### src/rtl/gti_pkg.sv
`default_nettype none
package gti_pkg;

  localparam int GRID_SIDE = 32;
  localparam int AXIS_W    = $clog2(GRID_SIDE);
  localparam int ADDR_W    = 3 * AXIS_W;
  localparam int GRID_CELLS = GRID_SIDE * GRID_SIDE * GRID_SIDE;
  localparam int DATA_W    = 32;
  localparam int POS_W     = 21;
  localparam int FRAC_W    = 16;
  localparam int WGT_W     = 16;

  localparam logic REQ_WRITE  = 1'b0;
  localparam logic REQ_INTERP = 1'b1;

  localparam logic MODE_TSC = 1'b0;
  localparam logic MODE_NGP = 1'b1;

  localparam logic [1:0] KIND_WRITE = 2'd0;
  localparam logic [1:0] KIND_NGP   = 2'd1;
  localparam logic [1:0] KIND_TSC   = 2'd2;

  // one classified request, front to back
  typedef struct packed {
    logic [1:0]                  kind;
    logic [ADDR_W-1:0]           addr;
    logic [DATA_W-1:0]           data;
    logic [2:0][AXIS_W-1:0]      base;
    logic [2:0][2:0][WGT_W-1:0]  wgt;
  } job_t;

  typedef struct packed {
    logic              we;
    logic [ADDR_W-1:0] addr;
    logic [DATA_W-1:0] wdata;
  } ram_req_t;

endpackage
`default_nettype wire

### src/rtl/gti_front.sv
`default_nettype none
module gti_front (
  input  wire logic                        clk,
  input  wire logic                        rst_n,
  input  wire logic                        in_valid,
  output logic                             in_stall,
  input  wire logic                        in_req_type,
  input  wire logic [gti_pkg::ADDR_W-1:0]  in_cell_index,
  input  wire logic [gti_pkg::DATA_W-1:0]  in_cell_value,
  input  wire logic [gti_pkg::POS_W-1:0]   in_pos_x,
  input  wire logic [gti_pkg::POS_W-1:0]   in_pos_y,
  input  wire logic [gti_pkg::POS_W-1:0]   in_pos_z,
  input  wire logic                        mode,
  output logic                             q_push,
  output gti_pkg::job_t                    q_data,
  input  wire logic                        q_full
);
  import gti_pkg::*;

  logic                        f_valid_r;
  logic [1:0]                  f_kind_r;
  logic [ADDR_W-1:0]           f_addr_r;
  logic [DATA_W-1:0]           f_data_r;
  logic [2:0][POS_W-1:0]       f_pos_r;
  logic [1:0]                  f_ax_r;
  logic [2:0][AXIS_W-1:0]      f_base_r;
  logic [2:0][2:0][WGT_W-1:0]  f_wgt_r;

  logic              accept, ready;
  logic [POS_W-1:0]  p;
  logic [FRAC_W-1:0] fr;
  logic [16:0]       a, b, u;
  logic [33:0]       a_sq, b_sq, u_sq;
  logic [33:0]       a_t, b_t;
  logic [31:0]       m_t;
  logic [AXIS_W-1:0] base;
  logic [2:0][WGT_W-1:0] w;

  // one axis per cycle: wrapped lower cell and its three weights
  always_comb begin
    p  = f_pos_r[f_ax_r];
    fr = p[FRAC_W-1:0];
    if (!fr[FRAC_W-1]) begin
      a    = 17'h08000 - {1'b0, fr};
      b    = 17'h08000 + {1'b0, fr};
      u    = {1'b0, fr};
      base = p[FRAC_W +: AXIS_W] + AXIS_W'(GRID_SIDE - 1);
    end else begin
      a    = 17'h18000 - {1'b0, fr};
      b    = {1'b0, fr} - 17'h08000;
      u    = 17'h10000 - {1'b0, fr};
      base = p[FRAC_W +: AXIS_W];
    end
    a_sq = 34'(a) * 34'(a);
    b_sq = 34'(b) * 34'(b);
    u_sq = 34'(u) * 34'(u);
    a_t  = a_sq + 34'h10000;
    b_t  = b_sq + 34'h10000;
    m_t  = 32'hC000_0000 - u_sq[31:0] + 32'h8000;
    w[0] = a_t[32:17];
    w[1] = m_t[31:16];
    w[2] = b_t[32:17];
  end

  assign ready    = (f_kind_r != KIND_TSC) || (f_ax_r == 2'd3);
  assign q_push   = f_valid_r && ready && !q_full;
  assign in_stall = f_valid_r && !q_push;
  assign accept   = in_valid && !in_stall;

  always_ff @(posedge clk) begin
    if (!rst_n) begin
      f_valid_r <= 1'b0;
      f_ax_r    <= 2'd0;
    end else begin
      if (accept) begin
        f_valid_r <= 1'b1;
        f_ax_r    <= 2'd0;
      end else begin
        if (q_push) begin
          f_valid_r <= 1'b0;
        end
        if (f_valid_r && f_kind_r == KIND_TSC && f_ax_r != 2'd3) begin
          f_ax_r <= f_ax_r + 2'd1;
        end
      end
    end
  end

  always_ff @(posedge clk) begin
    if (accept) begin
      f_data_r   <= in_cell_value;
      f_pos_r[0] <= in_pos_x;
      f_pos_r[1] <= in_pos_y;
      f_pos_r[2] <= in_pos_z;
      if (in_req_type == REQ_WRITE) begin
        f_kind_r <= KIND_WRITE;
        f_addr_r <= in_cell_index;
      end else begin
        f_kind_r <= (mode == MODE_NGP) ? KIND_NGP : KIND_TSC;
        f_addr_r <= {in_pos_x[FRAC_W +: AXIS_W], in_pos_y[FRAC_W +: AXIS_W],
                     in_pos_z[FRAC_W +: AXIS_W]};
      end
    end else if (f_valid_r && f_kind_r == KIND_TSC && f_ax_r != 2'd3) begin
      f_base_r[f_ax_r] <= base;
      f_wgt_r[f_ax_r]  <= w;
    end
  end

  always_comb begin
    q_data.kind = f_kind_r;
    q_data.addr = f_addr_r;
    q_data.data = f_data_r;
    q_data.base = f_base_r;
    q_data.wgt  = f_wgt_r;
  end

endmodule
`default_nettype wire

### config.mk
export PLATFORM = sky130hd
export DESIGN_NAME = gti_front
export DESIGN_NICKNAME = d
export VERILOG_FILES = /design/src/rtl/gti_pkg.sv /design/src/rtl/gti_front.sv
export SDC_FILE = /design/constraint.sdc
export NUM_CORES = 2
export LEC_CHECK = 0
export ABC_AREA = 1
export BUFFER_PORTS_ARGS = -buffer_cell sky130_fd_sc_hd__buf_4
export CORE_UTILIZATION = 65
export CTS_CLUSTER_SIZE = 16
export DETAILED_ROUTE_END_ITERATION = 8
export HOLD_SLACK_MARGIN = 0.15
export PLACE_DENSITY_LB_ADDON = 0.08
export SKIP_CTS_REPAIR_TIMING = 1
export SLEW_MARGIN = 20
export SYNTH_ARGS = -nofsm -noshare
export SYNTH_HDL_FRONTEND = slang
export SYNTH_SLANG_ARGS = --single-unit
### constraint.sdc
create_clock -name clk -period 15.33 [get_ports clk]
set_clock_uncertainty 0.15 [all_clocks]
set_input_delay 1.533 -clock clk [delete_from_list [all_inputs] [get_ports clk]]
set_output_delay 1.533 -clock clk [all_outputs]
set_load 0.02 [all_outputs]
* After elaboration in Yosys (flattened, before gate mapping)
Index checks and enable logic that the tools add are counted. W data, S select, Z words.
Word-level totals: flip-flop bits (word level) 274, input bits 116, word-level logic and storage cells 72
Operators by class: add/sub/neg operators 11, multiply operators 3, order comparisons 2, equality and inequality tests 4, muxes and demuxes 16, bitwise operators 2, reduce and logical (&&, ||, !) cells 14
Operator list (number):
- $bwmux W144 | 1
- $demux W48 S2 | 1
- $add A33 B17 Y33 const B | 2
- $mul A17 B17 Y33 | 2
- $mux W17 | 3
- $mux W48 | 1
- $bmux W21 S2 | 1
- $sub A17 B16 Y17 const A | 2
- $add A32 B16 Y32 const B | 1
- $mul A17 B17 Y32 | 1
- $sub A32 B32 Y32 const A | 1
- $mux W21 | 1
- $add A16 B16 Y17 const A | 1
- $sub A16 B16 Y17 const A | 1
- $sub A16 B16 Y17 const B | 1
- $bwmux W15 | 1
- $mux W15 | 1
- $demux W5 S2 | 1
- $mux W5 | 2
- $logic_and A1 B1 Y1 | 7
- $add A5 B5 Y5 const B | 1
- $eq A2 B2 Y1 const B | 2
- $ne A2 B2 Y1 const B | 2
- $logic_not A1 Y1 | 3
- other kinds (10) | 12

* Longest topological paths before layout
word-level depth 10, mapped depth 44, gate-level depth less buffers 40

* Worst setup path before layout
No wires, ideal clock.
kind register to register, start register f_ax_r[0], end register f_wgt_r (netlist bit q_data[127]), data pin, setup time 0.261 ns, data arrival time 7.342 ns, data required time 14.919 ns, setup slack 7.577 ns, cell stages (with the launch flop) 42, path buffers 5, cells stage by stage dfxtp_1 buf_6 buf_6 nand2_1 nand3_1 o21ai_4 inv_2 clkbuf_1 buf_1 ha_1 nand3_2 nor2_1 nand2_4 nor2_4 nand2_2 o21ai_4 nand2_4 o21bai_4 (+6 left out) fa_1 fa_1 fa_1 inv_1 fa_1 inv_1 ha_1 nand2_1 nor2_1 inv_1 nor4_1 nand2_1 nand2_1 nand2_1 nand2_1 inv_1 nand3_1 nand2_1
Between the ends: longest elaborated chain between the ends 8, elaborated cells between the ends (all ways) 13, those cells by class add/sub: 3; mul: 1; order compare: 2; mux: 6; reduce/logical: 1
Ends and longest elaborated chain:
- start, declared | RTL line gti_front.sv:25 | logic [1:0] f_ax_r;
- start signal, assigned | RTL line gti_front.sv:83 | f_ax_r <= f_ax_r + 2'd1;
- $bmux W21 S2 * | RTL line gti_front.sv:41 | p = f_pos_r[f_ax_r];
- $mux W21 (implied by the code) * | RTL line gti_front.sv:41
- $sub A17 B16 Y17 | RTL line gti_front.sv:51 | u = 17'h10000 - {1'b0, fr};
- $mux W17 * | RTL line gti_front.sv:43 | if (!fr[FRAC_W-1]) begin
- $mul A17 B17 Y32 * | RTL line gti_front.sv:56 | u_sq = 34'(u) * 34'(u);
- $sub A32 B32 Y32 * | RTL line gti_front.sv:59 | m_t = 32'hC000_0000 - u_sq[31:0] + 32'h8000;
- $add A32 B16 Y32 * | RTL line gti_front.sv:59
- via m_t[31] | RTL line gti_front.sv:35 | logic [31:0] m_t;
- $bwmux W144 * | RTL line gti_front.sv:105 | f_wgt_r[f_ax_r] <= w;
- end signal, assigned by index | RTL line gti_front.sv:105
- end, declared | RTL line gti_front.sv:27 | logic [2:0][2:0][WGT_W-1:0] f_wgt_r;
Mark *: on every way through the listed nets, which the timed path passes. The rest lies on a longest branch. The select of a mux whose other input is x is not followed. A chain may end at the register's enable or synchronous reset.

* Worst setup path in the final report
start register f_ax_r[0], end register f_wgt_r (netlist bit q_data[31]), data pin
The elaborated chain is that of the path after synthesis.

==> summary by stage <==
Detailed routing
The final routed wirelength across all metal layers is 81710 um. The detailed router's first-iteration violation count is 1803. Dividing the detail-routed via count by the number of cells gives 5.259. The remaining routing DRC violations is 30. The remaining number of nets flagged by the antenna check after routing is 0. The number of iterations in the first detailed-routing pass is 8. In the final routed layout, each cell accounts on average for 17.04 um. The routed layout has 25.21k vias.

Synth
The area of the mapped netlist is 34800 sq um. Yosys printed 0 warnings. Synthesis inferred 274 register bits. Each instance of the synthesized netlist takes up on average 9.288 sq um. Synthesis handed over a netlist of 3747 instances. Of the synthesized area, sequential elements account for 0.2356.

In this run, synthesis inferred 271 flip-flops with an integrated enable. The count of cell types in the netlist is 56. In the synthesized netlist the async set-or-reset flop fraction comes to 0.

The prevailing post-synth register cell is edfxtp_1.

STA
Subtracting the final worst setup slack from the clock period gives 9.647 ns. The slew at the pin with the worst max-slew slack is 1.023 ns. The part of the cycle the worst path needs is 0.6293. Setup repair after global routing left no endpoint under its margin. The final count of hold timing violations was 0. The number of max-slew violations in the final report is 0. Static timing analysis puts the maximum clock frequency at 103.7 MHz. The setup violation total in the final timing report is 0. The max-slew headroom at the worst pin is 0.3163.

For the final routed database, the setup TNS stands at 0 ns.

Floorplanning
The region available for standard cell placement spans 52760 sq um. The boundary pin count is 326. The floorplan step set the die width to 233.4 um. The floorplan step defined a die boundary enclosing 54470 sq um. The floorplan has 84 rows. The overall die height is 233.4 um. The initial core utilization is 0.6596.

Global route
The wire length of the first global-routing pass is 135100 um. The maximum number of pins on one net before global-route repair is 58. The via count of the first global-routing pass is 26.76k.

For this run, the total global-route usage over all layers was measured as 0.3186. The number of antenna violations at the first check in global routing is 0. The sum of overflow across all layers after global routing is 0.

Setup path
The slowest stage of the critical path is the dfxtp_1 cell. The worst setup path is captured at a flip-flop. The largest single stage delay on the critical path is 0.69 ns. The launch instance of the worst register-to-register path is f_ax_r[0]. The worst setup path startpoint is f_ax_r[0]. The setup path with the least slack is of type flip-flop to flip-flop. The critical path's most frequent cell is nand2_1. For the worst flop-to-flop path, the logic depth is 37. The capturing point of the worst reg2reg path is q_data[31]. The setup check on the worst reg-to-reg path leaves a slack of 5.68 ns. STA puts the critical path data required time at 15.55 ns. The top cell family by delay on the critical path is adder cells. The number of buffer and inverter instances along the worst setup path is 10.

For the worst setup path, the data arrival time is 9.86 ns. The worst setup path is launched from a flip-flop. The capture point of the critical path is q_data[31]. In this run the worst path has a maximum fanout of 30. In this run the number of cells on the critical path is 37.

Clocking
Clock tree synthesis inserted a total of 29 buffers. The cell sitting at the root of the clock tree is a clkbuf_16. The maximum buffer depth of the clock tree is 3. The clock net sink count is 274.

The clock input transition at the sequential cells of the worst setup and hold paths is 0.06 ns. CTS built an H-tree with a depth of 1. The later-pin clock latency in the skew report is 0.62 ns. The clock tree from TritonCTS is built.

Place
The post-detailed-placement half-perimeter wirelength is 66880 um. The placer congestion estimate is 0.9559. The number of instances in the placed design is 4741. During placement, the flow inserted port buffers numbering 325.

Cells and area
The post-layout net count is 5094. The finished layout holds 4794 standard cells, fillers aside. From synthesis to final layout, the design area changed by 11.89%. Registers take 8198 sq um.

The multi-input combinational cell area is 22200 sq um. The number of inserted diodes is 0. Of the cells placed in the final design, the portion with a size suffix greater than 1 is 0.1227. Fill cells in the final layout number 3993.

Job
The number of max-capacitance violations reported is 0.

Run status
The final reports fail on design-rule violations. The run finished, with violations left.

Worst hold path
The classification of the worst-slack hold path is flip-flop to flip-flop.
how the worst min path moves through the flow:
stage | from | end | slack (ns) | depth (start not counted)
6_report | f_ax_r[1] | f_ax_r[1] | 0.45 | 2
5_1_grt | f_ax_r[1] | f_ax_r[1] | 0.50 | 2
4_1_cts | f_ax_r[1] | f_ax_r[1] | 0.44 | 2
3_5_place_dp | f_ax_r[1] | f_ax_r[1] | 0.43 | 2
3_3_place_gp | f_ax_r[1] | f_ax_r[1] | 0.40 | 2
2_1_floorplan | f_ax_r[1] | f_ax_r[1] | 0.37 | 2
cells in the mapped netlist (10+ instances only):
library cell | count | area share
inv_2 | 26 | 0.0028
nand2_1 | 634 | 0.068
nand2_4 | 12 | 0.0039
edfxtp_1 | 271 | 0.23
inv_1 | 1073 | 0.12
clkbuf_1 | 26 | 0.0028
nand2_2 | 13 | 0.0023
o21a_1 | 11 | 0.0024
nor2_4 | 11 | 0.0036
o21ai_0 | 58 | 0.0083
nor4_1 | 11 | 0.0020
nand4_1 | 17 | 0.0031
o21bai_1 | 13 | 0.0028
a21o_1 | 15 | 0.0032
xnor2_1 | 10 | 0.0025
a31oi_1 | 15 | 0.0027
xor2_1 | 36 | 0.0091
buf_2 | 15 | 0.0022
nor3_1 | 25 | 0.0036
ha_1 | 340 | 0.12
nor2_1 | 277 | 0.030
buf_4 | 10 | 0.0022
fa_1 | 554 | 0.32
a21oi_1 | 94 | 0.014
nand3_1 | 75 | 0.011
tightest hold or removal path: stages, from the launching register on:
cell and delay [ns]:
dfxtp_1 0.38, nand2_1 0.10, a21oi_1 0.06
state kept, by name, summed over array words and instances, names as in the netlist:
signal,cells
f_kind_r,2
f_valid_r,1
f_addr_r,15
q_data,159
f_ax_r,2
f_pos_r,63
f_data_r,32
metal layers:
| metal | vias to the layer above | share of wire | global-route usage |
|---|---|---|---|
| li1 | 11870 | - | - |
| met2 | 921 | 0.48 | 0.5325 |
| met3 | 161 | 0.068 | 0.04431 |
| met4 | 0 | 0.033 | 0.1029 |
| met5 | - | 0 | 0 |
| met1 | 12260 | 0.42 | 0.4313 |
stage by stage:
step                      setup WS [ns]  hold WS, ns  utilization  area (sq um)
after floorplan                   7.577       0.3703            -         34930
after global placement            5.977       0.3985       0.7200         37990
after detailed placement          5.791       0.4298       0.7200         37990
after CTS                         5.799       0.4391       0.7380         38940
after global routing              5.013       0.4974       0.7380         38940
final                             5.683       0.4509       0.7380         38940
cell usage in the layout (no fill, tap or decap), types with 10 or more instances in the layout:
| cell type | n |
|---|---|
| nand2_2 | 13 |
| buf_4 | 342 |
| a31oi_1 | 15 |
| nand4_1 | 17 |
| xnor2_1 | 10 |
| nand2_4 | 12 |
| nor3_1 | 25 |
| inv_2 | 26 |
| a21oi_1 | 94 |
| ha_1 | 340 |
| xor2_1 | 36 |
| inv_1 | 1073 |
| clkbuf_16 | 29 |
| conb_1 | 35 |
| nor2_4 | 15 |
| o21bai_1 | 13 |
| fa_1 | 554 |
| edfxtp_1 | 271 |
| a21o_1 | 15 |
| o21ai_0 | 58 |
| nor4_1 | 11 |
| nor2_1 | 273 |
| nand2_1 | 634 |
| o21a_1 | 11 |
| nand3_1 | 75 |
cells by family after synthesis:
kind of cell             Yosys count  share of synthesized area
XOR/XNOR                          47                    0.01237
flip-flops                       274                     0.2356
AND/OR/NAND/NOR                 1108                     0.1348
other                              2                  0.0002158
AO/OA/AOI/OAI                    248                    0.04516
adder cells (fa/ha/maj)          894                     0.4409
buffers and inverters           1174                     0.1310
layout make-up:
cell class                      instances  share of cell area
Sequential cell                       274              0.2105
Tap cell                              688             0.02211
Inverter                             1105              0.1068
Timing Repair Buffer                  342             0.06594
Multi-Input combinational cell       2332              0.5702
Clock buffer                           36             0.02008
Clock inverter                         17            0.004306
Power is left out: the tool's default activity adds up to more than one toggle a clock period on the data nets, which glitch-free logic cannot reach.
