### src/rtl/gti_pkg.sv
`default_nettype none
package gti_pkg;

  localparam int GRID_SIDE = 32;
  localparam int AXIS_W    = $clog2(GRID_SIDE);
  localparam int ADDR_W    = 3 * AXIS_W;
  localparam int GRID_CELLS = GRID_SIDE * GRID_SIDE * GRID_SIDE;
  localparam int DATA_W    = 32;
  localparam int POS_W     = 21;
  localparam int FRAC_W    = 16;
  localparam int WGT_W     = 16;

  localparam logic REQ_WRITE  = 1'b0;
  localparam logic REQ_INTERP = 1'b1;

  localparam logic MODE_TSC = 1'b0;
  localparam logic MODE_NGP = 1'b1;

  localparam logic [1:0] KIND_WRITE = 2'd0;
  localparam logic [1:0] KIND_NGP   = 2'd1;
  localparam logic [1:0] KIND_TSC   = 2'd2;

  // one classified request, front to back
  typedef struct packed {
    logic [1:0]                  kind;
    logic [ADDR_W-1:0]           addr;
    logic [DATA_W-1:0]           data;
    logic [2:0][AXIS_W-1:0]      base;
    logic [2:0][2:0][WGT_W-1:0]  wgt;
  } job_t;

  typedef struct packed {
    logic              we;
    logic [ADDR_W-1:0] addr;
    logic [DATA_W-1:0] wdata;
  } ram_req_t;

endpackage
`default_nettype wire

### src/rtl/gti_queue.sv
`default_nettype none
module gti_queue (
  input  wire logic          clk,
  input  wire logic          rst_n,
  input  wire logic          push,
  input  gti_pkg::job_t      push_data,
  output logic               full,
  input  wire logic          pop,
  output gti_pkg::job_t      head,
  output logic               empty
);
  import gti_pkg::*;

  job_t       mem_r [2];
  logic       wp_r, rp_r;
  logic [1:0] cnt_r;

  assign full  = (cnt_r == 2'd2);
  assign empty = (cnt_r == 2'd0);
  assign head  = mem_r[rp_r];

  always_ff @(posedge clk) begin
    if (!rst_n) begin
      wp_r  <= 1'b0;
      rp_r  <= 1'b0;
      cnt_r <= 2'd0;
    end else begin
      if (push) begin
        wp_r <= ~wp_r;
      end
      if (pop) begin
        rp_r <= ~rp_r;
      end
      cnt_r <= cnt_r + {1'b0, push} - {1'b0, pop};
    end
  end

  always_ff @(posedge clk) begin
    if (push) begin
      mem_r[wp_r] <= push_data;
    end
  end

endmodule
`default_nettype wire

### config.mk
export PLATFORM = sky130hd
export DESIGN_NAME = gti_queue
export DESIGN_NICKNAME = d
export VERILOG_FILES = /design/src/rtl/gti_pkg.sv /design/src/rtl/gti_queue.sv
export SDC_FILE = /design/constraint.sdc
export NUM_CORES = 1
export LEC_CHECK = 0
export BUFFER_PORTS_ARGS = -buffer_cell sky130_fd_sc_hd__buf_2
export CAP_MARGIN = 20
export CELL_PAD_IN_SITES_DETAIL_PLACEMENT = 0
export CELL_PAD_IN_SITES_GLOBAL_PLACEMENT = 1
export CORE_MARGIN = 2
export CORE_UTILIZATION = 29
export CTS_CLUSTER_DIAMETER = 200
export DETAILED_ROUTE_END_ITERATION = 16
export PLACE_DENSITY = 0.68
export SLEW_MARGIN = 10
export SYNTH_ARGS = -nofsm -noshare
export SYNTH_HDL_FRONTEND = slang
export SYNTH_SLANG_ARGS = --single-unit
### constraint.sdc
create_clock -name clk -period 22.7 [get_ports clk]
set_clock_uncertainty 0.05 [all_clocks]
set_input_delay 3.405 -clock clk [delete_from_list [all_inputs] [get_ports clk]]
set_output_delay 3.405 -clock clk [all_outputs]
set_load 0.05 [all_outputs]
* After elaboration in Yosys (flattened, before gate mapping)
Memories as Yosys holds them, arrays and structs flattened. A register that Yosys moved wholly into a read port is not among the register bits.
Cells that the tools add are included.
** Storage, ports and cells
- Flip-flop bits (word level) :: 4
- Memory bits (writable) :: 416
- Bits of input ports :: 212
- Output and inout bits :: 210
- Memories kept :: 1
** Operators by class
- $add $sub $neg :: 2
- Eq/ne operators :: 1
- Mux-type cells :: 4
- Bitwise operators :: 2
- Reductions and logical operators :: 1
** Memories
- mem_r :: words 2, width 208, rd ports 1, clocked after Yosys merged registers in 1, write ports 1, RTL line gti_queue.sv:14 : job_t mem_r [2];
** Operators with widths (count)
- $mux 1 :: 4
- $add 2x1->2 :: 1
- $eq 2x2->1 const B :: 1
- $logic_not 2->1 :: 1
- $not 1->1 :: 2
- $sub 2x1->2 :: 1

* Longest topological paths before layout
Gate-level depths: netlist of run 1.
- Word-level depth :: 3
- Depth in mapped cells :: 6
- Mapped depth without buffers :: 6

* Least setup slack after synthesis of run 1
No wires, ideal clock.
- Path kind :: input to register
- Start point :: input port push
- End point :: register wp_r
- Setup time :: 0.101 ns
- Data arrival time :: 13.123 ns
- Data required time :: 22.549 ns
- Setup slack :: 9.427 ns
- Stages :: 2
- Cells stage by stage :: nor2b_1 -> o21a_1
** RTL lines
- start, declared :: RTL line gti_queue.sv:5 : input wire logic push,
- end signal, assigned :: RTL line gti_queue.sv:29 : wp_r <= ~wp_r;
- end, declared :: RTL line gti_queue.sv:15 : logic wp_r, rp_r;

==> impl_metrics.py, run 1 <==
metrics = {
    "route": {
        "routed_via_density": 4.17,
        "drtPass1Iterations": 4,
        "avgRoutedWirePerCell_um": 17.2,
        "num_vias": 7707,
        "drtIter0Drc": 352,
        "detail-route-antenna-nets": 0,
        "totalWireLength_um": 31800,
        "drc": 0,
    },
    "sta": {
        "setup_viol": 0,
        "worstMarginPinSlew_ns": 0.977,
        "slew_viol_final": 0,
        "max-slew-margin-rel_pct": 34.8,
        "holdWs_ns": 0.533,
        "min_period_ns": 7.07,
        "post-route-period-util_pct": 31.1,
        "grt_setup_unrepaired": "no",
        "final-hold-violation-count": 0,
        "setup_tns_ns": 0,
        "fmax_mhz": 142,
    },
    "clocking": {
        "clk_path_buf_depth": 3,
        "post_cts_resized": 0,
        "numCtsBuffers": 44,
        "cts_hold_buffers": 0,
        "clk_pin_slew_ns": 0.05,
        "root_buffer": "clkbuf_16",
        "insertion_delay_ns": 0.53,
        "cts_tree": "yes",
        "clock-sinks": 421,
        "ctsHtreeMaxLevel": 2,
        "post_cts_buffers": 0,
    },
    "critical_path": {
        "critPathArrivalTime_ns": 3.61,
        "crit_chain": "buf_4 -> buf_4 -> mux2_2 -> buf_2",
        "crit_path_start_kind": "flop",
        "crit_path_end_kind": "output pin",
        "crit_fanout": 56,
        "cp_top_family": "buffers and inverters",
        "max_stage_delay_ns": 0.85,
        "timing.reg2reg.setup_slack_ns": 19.58,
        "cp.required_ns": 19.25,
        "crit_type": "reg -> out",
        "reg2regPathDepth": 3,
        "slowest_stage": "buf_4",
        "r2r-end": "mem_r[0][121]",
        "crit_top_cell": "buf_4",
        "r2r-start": "wp_r",
        "crit_buf_inv": 3,
    },
    "finish": {
        "syn2layout_area_growth_pct": 27.1,
        "final_cell_mix": "421 x buf_2, 416 x edfxtp_1, 107 x mux2_2",
        "final_layout_size_suffix_gt1_share_pct": 60.9,
        "register_area_um2": 12600,
        "fillers": 5001,
        "final_common_cell": "buf_2",
        "fin_cells": 1850,
        "multiInputGateArea_um2": 2850,
        "nets": 1335,
    },
    "global_routing": {
        "gr-usage-all-layers_pct": 10.9,
        "antenna_found_initial": 3,
        "grtUsageMet3_pct": 4.74,
        "grt_overflow": 0,
        "use_met2_pct": 17.7,
        "grt_pass1_vias": 8100,
        "grt_max_degree": 73,
        "met1_usage_pct": 13.0,
        "grt_first_pass_wirelength_um": 47400,
        "top_usage_layer": "met2",
    },
    "yosys": {
        "synth_area_um2": 15600,
        "syn_avg_cell_area_um2": 23.4,
        "syn_inst": 668,
        "ys_seq_area_share_pct": 80.5,
        "synth_cell_type_count": 14,
        "synth_seq_cells": 421,
        "synth_warnings": 0,
        "synth_nets": 882,
    },
    "min_path": {
        "hold_start": "rp_r",
        "whs_path_depth": 2,
        "hp-class": "reg -> reg",
    },
    "die": {
        "initial_core_util_pct": 29.2,
        "die_w_um": 236,
        "die_h_um": 236,
        "die_area_um2": 55800,
        "io_pins": 422,
        "coreArea_um2": 53600,
        "rows": 85,
    },
    "power": {
        "leakagePower_nw": 7.55,
        "total_power_mw": 1.90,
        "p_per_area_nw_per_um2": 95.7,
        "irDropWorstVdd_v": 0.000103,
    },
    "place": {
        "gp_congestion": 0.787,
        "hpwlAfterDp_um": 21800,
        "io_buffers": 421,
        "dp_cells": 1771,
    },
    "flow_run": {
        "maxCapViolations": 0,
    },
    "status": {
        "outcome": "completed",
    },
}
## worst min-delay path, stage by stage (launching register included)
cell and delay, ns:
dfxtp_1 0.33, xor2_1 0.07, and2_1 0.14
## metrics by stage
| stage | util [%] | instance area [µm²] | setup WS (ns) |
|---|---|---|---|
| floorplan | - | 15600 | 9.43 |
| global placement | 34.5 | 18500 | 16.21 |
| detailed placement | 34.5 | 18500 | 16.13 |
| CTS | 37.1 | 19900 | 15.51 |
| global route | 37.1 | 19900 | 15.39 |
| finish | 37.1 | 19900 | 15.63 |
## state kept, by name, summed over array words and instances, names as in the netlist, named ones only
| register | count |
|---|---|
| cnt_r | 2 |
| mem_r | 416 |
| rp_r | 1 |
| wp_r | 1 |
## synthesized netlist by cell type
cell        n  area (µm²)
and2_1      4        25.0
buf_2       8        40.0
buf_6      15         169
dfxtp_1     5         100
edfxtp_1  416       12500
ha_1        2        25.0
inv_1       2        7.51
mux2_2    107        1200
mux2_4    101        1520
nor2_1      1        3.75
nor2b_1     4        25.0
o21a_1      1        7.51
xnor3_1     1        22.5
xor2_1      1        8.76
## layout make-up
class | instances | area share, %
sequential | 421 | 63.4
multi-input combinational | 222 | 14.3
timing repair buffer | 430 | 10.9
clock buffer | 53 | 5.82
tap | 696 | 4.38
clock inverter | 24 | 1.11
inverter | 2 | 0.0378
antenna | 2 | 0.0252
## how the worst max path moves through the flow
stage	slack [ns]	cells after the start	startpoint	endpoint
after CTS	15.51	4	flop	head[78]
final	15.63	4	flop	head[86]
after detailed placement	16.13	4	flop	head[82]
after floorplan	9.43	2	push	wp_r
after global routing	15.39	4	flop	head[86]
after global placement	16.21	4	flop	head[82]
## power breakdown
| part | switching [mW] | internal, mW |
|---|---|---|
| clock network | 0.280 | 0.407 |
| logic | 0.211 | 0.0927 |
| registers | 0.0122 | 0.900 |
| total | 0.503 | 1.40 |
## layer usage
| metal | up-vias | part of all wire, % |
|---|---|---|
| met5 | - | 0.041 |
| met4 | 2 | 2.2 |
| met3 | 47 | 9.4 |
| met2 | 306 | 48 |
| met1 | 3769 | 41 |
| li1 | 3583 | - |
## logic make-up (layout without fill, tap and decap cells)
group | after synthesis | in the layout | synth area share (%)
compound gates | 1 | 1 | 0.0480
xor+xnor | 2 | 2 | 0.200
fa+ha+maj | 2 | 2 | 0.160
buf+inv | 25 | 509 | 1.38
flops | 421 | 421 | 80.5
mux | 208 | 208 | 17.4
other cells | 0 | 2 | 0
simple gates | 9 | 9 | 0.344
Note: power is estimated with default switching activity, not from simulation.
==> inputs of run 2 (changes only) <==
--- a/config.mk
+++ b/config.mk
@@ -13,7 +13,7 @@
 export CORE_UTILIZATION = 29
 export CTS_CLUSTER_DIAMETER = 200
 export DETAILED_ROUTE_END_ITERATION = 16
-export PLACE_DENSITY = 0.68
+export PLACE_DENSITY = 0.7
 export SLEW_MARGIN = 10
 export SYNTH_ARGS = -nofsm -noshare
 export SYNTH_HDL_FRONTEND = slang
==> constraint.sdc (replaced) <==
create_clock -name clk -period 6.3 [get_ports clk]
set_clock_uncertainty 0.05 [all_clocks]
set_input_delay 0.945 -clock clk [delete_from_list [all_inputs] [get_ports clk]]
set_output_delay 0.945 -clock clk [all_outputs]
set_load 0.05 [all_outputs]
==> run 2 against run 1 <==
  * Utilization is 0.12 points lower
  * Setup slack lost 13 ns
  * Cell count shrank 0.43%
  * Critical path depth fell by 1
  * Design area fell by 0.33%
  * Combinational power rose to 3.6 times the previous value
  * Sequential power rose to 3.6 times the previous value
  * Non-clock buffer count fell by 2
  * Sequential share of layout area increased by 0.21 points
  * Count of clock-buffer cells in the layout is 11 higher
  * Largest power group unchanged
  * Highest routed layer unchanged
==> impl_metrics.py, run 2 (synthesis results as in run 1) <==
metrics = {
    "clocking": {
        "root_buffer": "clkbuf_16",
        "post_cts_buffers": 0,
        "clk_pin_slew_ns": 0.05,
        "ctsHtreeMaxLevel": 2,
        "cts_hold_buffers": 0,
        "insertion_delay_ns": 0.54,
        "clk_path_buf_depth": 3,
        "numCtsBuffers": 43,
        "cts_tree": "yes",
        "clock-sinks": 421,
        "post_cts_resized": 0,
    },
    "global_routing": {
        "antenna_found_initial": 5,
        "grt_pass1_vias": 8071,
        "grt_first_pass_wirelength_um": 46800,
        "grt_max_degree": 115,
        "grt_overflow": 0,
        "gr-usage-all-layers_pct": 10.9,
    },
    "sta": {
        "slew_viol_final": 0,
        "min_period_ns": 3.57,
        "fmax_mhz": 280,
        "setup_tns_ns": 0,
        "final-hold-violation-count": 0,
        "worstMarginPinSlew_ns": 0.891,
        "grt_setup_unrepaired": "no",
        "post-route-period-util_pct": 56.6,
        "setup_viol": 0,
        "max-slew-margin-rel_pct": 40.6,
    },
    "critical_path": {
        "crit_type": "reg -> out",
        "crit_path_start_kind": "flop",
        "cp_top_family": "flip-flops",
        "cp.required_ns": 5.30,
        "crit_buf_inv": 2,
        "crit_fanout": 93,
        "timing.reg2reg.setup_slack_ns": 4.10,
        "max_stage_delay_ns": 0.68,
        "crit_chain": "buf_12 -> mux2_2 -> buf_2",
        "critPathArrivalTime_ns": 2.57,
        "slowest_stage": "dfxtp_4",
        "crit_path_end_kind": "output pin",
    },
    "finish": {
        "syn2layout_area_growth_pct": 26.6,
        "top_regs": "mem_r: 416 flops, cnt_r: 2 flops",
        "regMostFlops": "mem_r",
        "final_area_um2": 19800,
        "largest_register_ffs": 416,
        "final_layout_size_suffix_gt1_share_pct": 60.2,
        "final_common_cell": "buf_2",
        "nets": 1332,
        "final_cell_mix": "421 x buf_2, 416 x edfxtp_1, 107 x mux2_2",
    },
    "route": {
        "totalWireLength_um": 31700,
        "avgRoutedWirePerCell_um": 17.2,
        "detail-route-antenna-nets": 0,
        "drtPass1Iterations": 4,
        "drc": 0,
        "routed_via_density": 4.19,
        "num_vias": 7718,
        "drtIter0Drc": 319,
    },
    "die": {
        "coreArea_um2": 53600,
        "die_w_um": 236,
        "rows": 85,
        "die_h_um": 236,
        "io_pins": 422,
        "die_area_um2": 55800,
        "initial_core_util_pct": 29.2,
    },
    "power": {
        "irDropWorstVdd_v": 0.000240,
        "total_power_mw": 6.73,
        "leakagePower_nw": 7.50,
        "p_per_area_nw_per_um2": 339,
    },
    "flow_run": {
        "maxCapViolations": 0,
    },
    "place": {
        "io_buffers": 421,
        "hpwlAfterDp_um": 21300,
        "gp_congestion": 0.723,
        "placed_area_um2": 18500,
    },
    "min_path": {
        "hp-class": "reg -> reg",
    },
    "status": {
        "outcome": "completed",
    },
}
run 2: cell count changes in the layout (fill, tap and decap cells not counted), sizes merged:
cell	change
inv	+1
buf	-2
clkinvlp	-3
clkinv	-11
clkbuf	+11
diode	-1
bufinv	-3
run 2: per-layer routing:
layer  vias to the layer above  global-route usage, %  share of wire, %
met2                       292                   18.5                50
met5                         -                      0             0.095
met1                      3811                   12.2                38
met4                         4                   3.55               2.1
li1                       3558                      -                 -
met3                        53                   4.88               9.8
run 2: metrics by stage:
step | cells | setup WS, ns | utilization (%) | hold WS, ns
after global placement | 1769 | 3.30 | 34.6 | 0.520
after CTS | 1841 | 2.69 | 37.0 | 0.482
after global routing | 1842 | 2.61 | 37.0 | 0.482
final | 1842 | 2.73 | 37.0 | 0.529
after floorplan | 668 | 0.0245 | - | 0.505
after detailed placement | 1769 | 3.31 | 34.6 | 0.525
run 2: worst min-delay path: stages (launching register included):
cell and delay (ns):
dfxtp_1 0.32, xor2_1 0.07, and2_1 0.15
run 2: worst paths after layout:
kind,start,to,cells after the start
max reg2reg,wp_r,mem_r[0][105],3
min,rp_r,flop,2
min reg2reg,rp_r,flop,2
max,flop,head[69],3
run 2: final cells by class:
class	count	area, µm²
fillers	5057	33800
flip-flops and latches	421	12600
multi-input cells	222	2850
repair buffers	428	2210
clock buffers	64	1220
well taps	696	871
clock inverters	8	62.6
inverters	2	7.51
diodes	1	2.50
run 2: report_power, final:
part / switching, mW / total [mW] / internal, mW
logic: 0.763 / 1.10 / 0.337
registers: 0.0412 / 3.28 / 3.24
clock network: 0.976 / 2.34 / 1.37
total: 1.78 / 6.73 / 4.95
==> inputs of run 3 (changes only) <==
--- a/config.mk
+++ b/config.mk
@@ -13,7 +13,7 @@
 export CORE_UTILIZATION = 29
 export CTS_CLUSTER_DIAMETER = 200
 export DETAILED_ROUTE_END_ITERATION = 16
-export PLACE_DENSITY = 0.7
+export PLACE_DENSITY = 0.68
 export SLEW_MARGIN = 10
 export SYNTH_ARGS = -nofsm -noshare
 export SYNTH_HDL_FRONTEND = slang
==> constraint.sdc (replaced) <==
create_clock -name clk -period 3.6 [get_ports clk]
set_clock_uncertainty 0.05 [all_clocks]
set_input_delay 0.54 -clock clk [delete_from_list [all_inputs] [get_ports clk]]
set_output_delay 0.54 -clock clk [all_outputs]
set_load 0.05 [all_outputs]
==> run 3 against run 2 <==
  * Sequential power grew 75%
  * Register-to-register slack worse by 2.3 ns
  * Die area is the same
  * Non-clock buffer count up 15
  * Sequential share of layout area fell by 0.64 points
  * Combinational power increased by 77%
  * Count of clock-buffer cells in the layout shrank 8
  * Utilization rose by 0.37 points
  * First-iteration DRC count increased by 9.4%
  * Routed wire length grew 3.9%
  * Setup slack worse by 2.1 ns
  * Critical path type unchanged
==> impl_metrics.py, run 3 (synthesis results as in run 1) <==
metrics = {
    "place": {
        "gp_congestion": 0.742,
        "placed_area_um2": 18700,
        "dp_cells": 1784,
        "dp_slack_ns": 1.16,
        "hpwlAfterDp_um": 22500,
        "io_buffers": 421,
    },
    "power": {
        "irDropWorstVdd_v": 0.000387,
        "total_power_mw": 11.9,
        "leakagePower_nw": 7.62,
        "p_per_area_nw_per_um2": 595,
    },
    "critical_path": {
        "max_stage_delay_ns": 0.73,
        "slowest_stage": "dfxtp_4",
        "cp.required_ns": 3.01,
        "crit_type": "reg -> out",
        "crit_buf_inv": 2,
        "crit_chain": "buf_4 -> mux2_2 -> buf_2",
        "crit_path_end_kind": "output pin",
        "crit_fanout": 35,
        "critPathArrivalTime_ns": 2.36,
        "cp_top_family": "flip-flops",
        "crit_path_start_kind": "flop",
    },
    "sta": {
        "setup_tns_ns": 0,
        "grt_setup_unrepaired": "no",
        "fmax_mhz": 339,
        "min_period_ns": 2.95,
        "final-hold-violation-count": 0,
        "setup_ws_ns": 0.651,
        "setup_viol": 0,
        "holdWs_ns": 0.112,
        "post-route-period-util_pct": 81.9,
        "slew_viol_final": 0,
        "max-slew-margin-rel_pct": 49.6,
        "worstMarginPinSlew_ns": 0.756,
    },
    "global_routing": {
        "grt_max_degree": 115,
        "gr-usage-all-layers_pct": 11.4,
        "grt_overflow": 0,
        "grt_first_pass_wirelength_um": 48500,
        "grt_pass1_vias": 8350,
        "antenna_found_initial": 6,
    },
    "route": {
        "highest_layer": "met5",
        "totalWireLength_um": 32900,
        "detail-route-antenna-nets": 0,
        "met3_wirelength_um": 2930,
        "drtPass1Iterations": 6,
        "drtIter0Drc": 349,
        "routed_via_density": 4.22,
        "num_vias": 7866,
        "wl_met1_um": 12700,
        "drc": 0,
        "avgRoutedWirePerCell_um": 17.6,
        "met2_length_um": 16500,
    },
    "finish": {
        "fin_cells": 1864,
        "final_layout_size_suffix_gt1_share_pct": 61.2,
        "final_common_cell": "buf_2",
        "syn2layout_area_growth_pct": 27.9,
        "largest_register_ffs": 416,
        "fillers": 5044,
        "top_regs": "mem_r: 416 flops, cnt_r: 2 flops",
        "final_cell_mix": "421 x buf_2, 416 x edfxtp_1, 107 x mux2_2",
        "regMostFlops": "mem_r",
        "final_util_pct": 37.3,
        "final_area_um2": 20000,
        "nets": 1348,
    },
    "die": {
        "die_area_um2": 55800,
        "initial_core_util_pct": 29.2,
        "coreArea_um2": 53600,
        "die_w_um": 236,
        "die_h_um": 236,
        "rows": 85,
        "io_pins": 422,
    },
    "clocking": {
        "cts_tree": "yes",
        "clk_pin_slew_ns": 0.06,
        "root_buffer": "clkbuf_16",
        "post_cts_buffers": 0,
        "post_cts_resized": 0,
        "numCtsBuffers": 44,
        "insertion_delay_ns": 0.55,
        "ctsHtreeMaxLevel": 2,
        "clock-sinks": 421,
        "cts_hold_buffers": 0,
        "clk_path_buf_depth": 3,
    },
    "flow_run": {
        "maxCapViolations": 0,
    },
    "min_path": {
        "hp-class": "in -> reg",
    },
    "status": {
        "outcome": "completed",
    },
}
[run 3: routing by layer]
metal / global-route usage [%] / vias up
met5: 0 / -
met4: 3.76 / 6
met3: 5.11 / 55
met2: 19.4 / 284
met1: 12.5 / 3917
li1: - / 3604
[run 3: area by class of cell]
class                      count  area (µm²)  share of cell area (%)
clock inverter                20         155                   0.775
timing repair buffer         443        2360                    11.8
tap                          696         871                    4.35
antenna                        4        10.0                  0.0500
clock buffer                  56        1170                    5.83
multi-input combinational    222        2850                    14.2
inverter                       2        7.51                  0.0375
sequential                   421       12600                    62.9
[run 3: worst reg2reg max path: stages, from the launching register on]
cell and delay (ns):
dfxtp_1 0.38, and2_4 0.64, buf_4 0.41
[run 3: worst paths after layout]
check,startpoint,to,slack (ns),depth (start not counted)
worst min register to register,rp_r,flop,0.53,2
worst min-delay path,push_data[203],mem_r[1][203],0.11,1
worst max-delay path,flop,head[72],0.65,3
worst max register to register,wp_r,mem_r[1][142],1.80,2
[run 3: where the power goes]
part	internal (mW)	switching, mW
clock network	2.43	1.79
registers	5.67	0.0749
logic	0.607	1.34
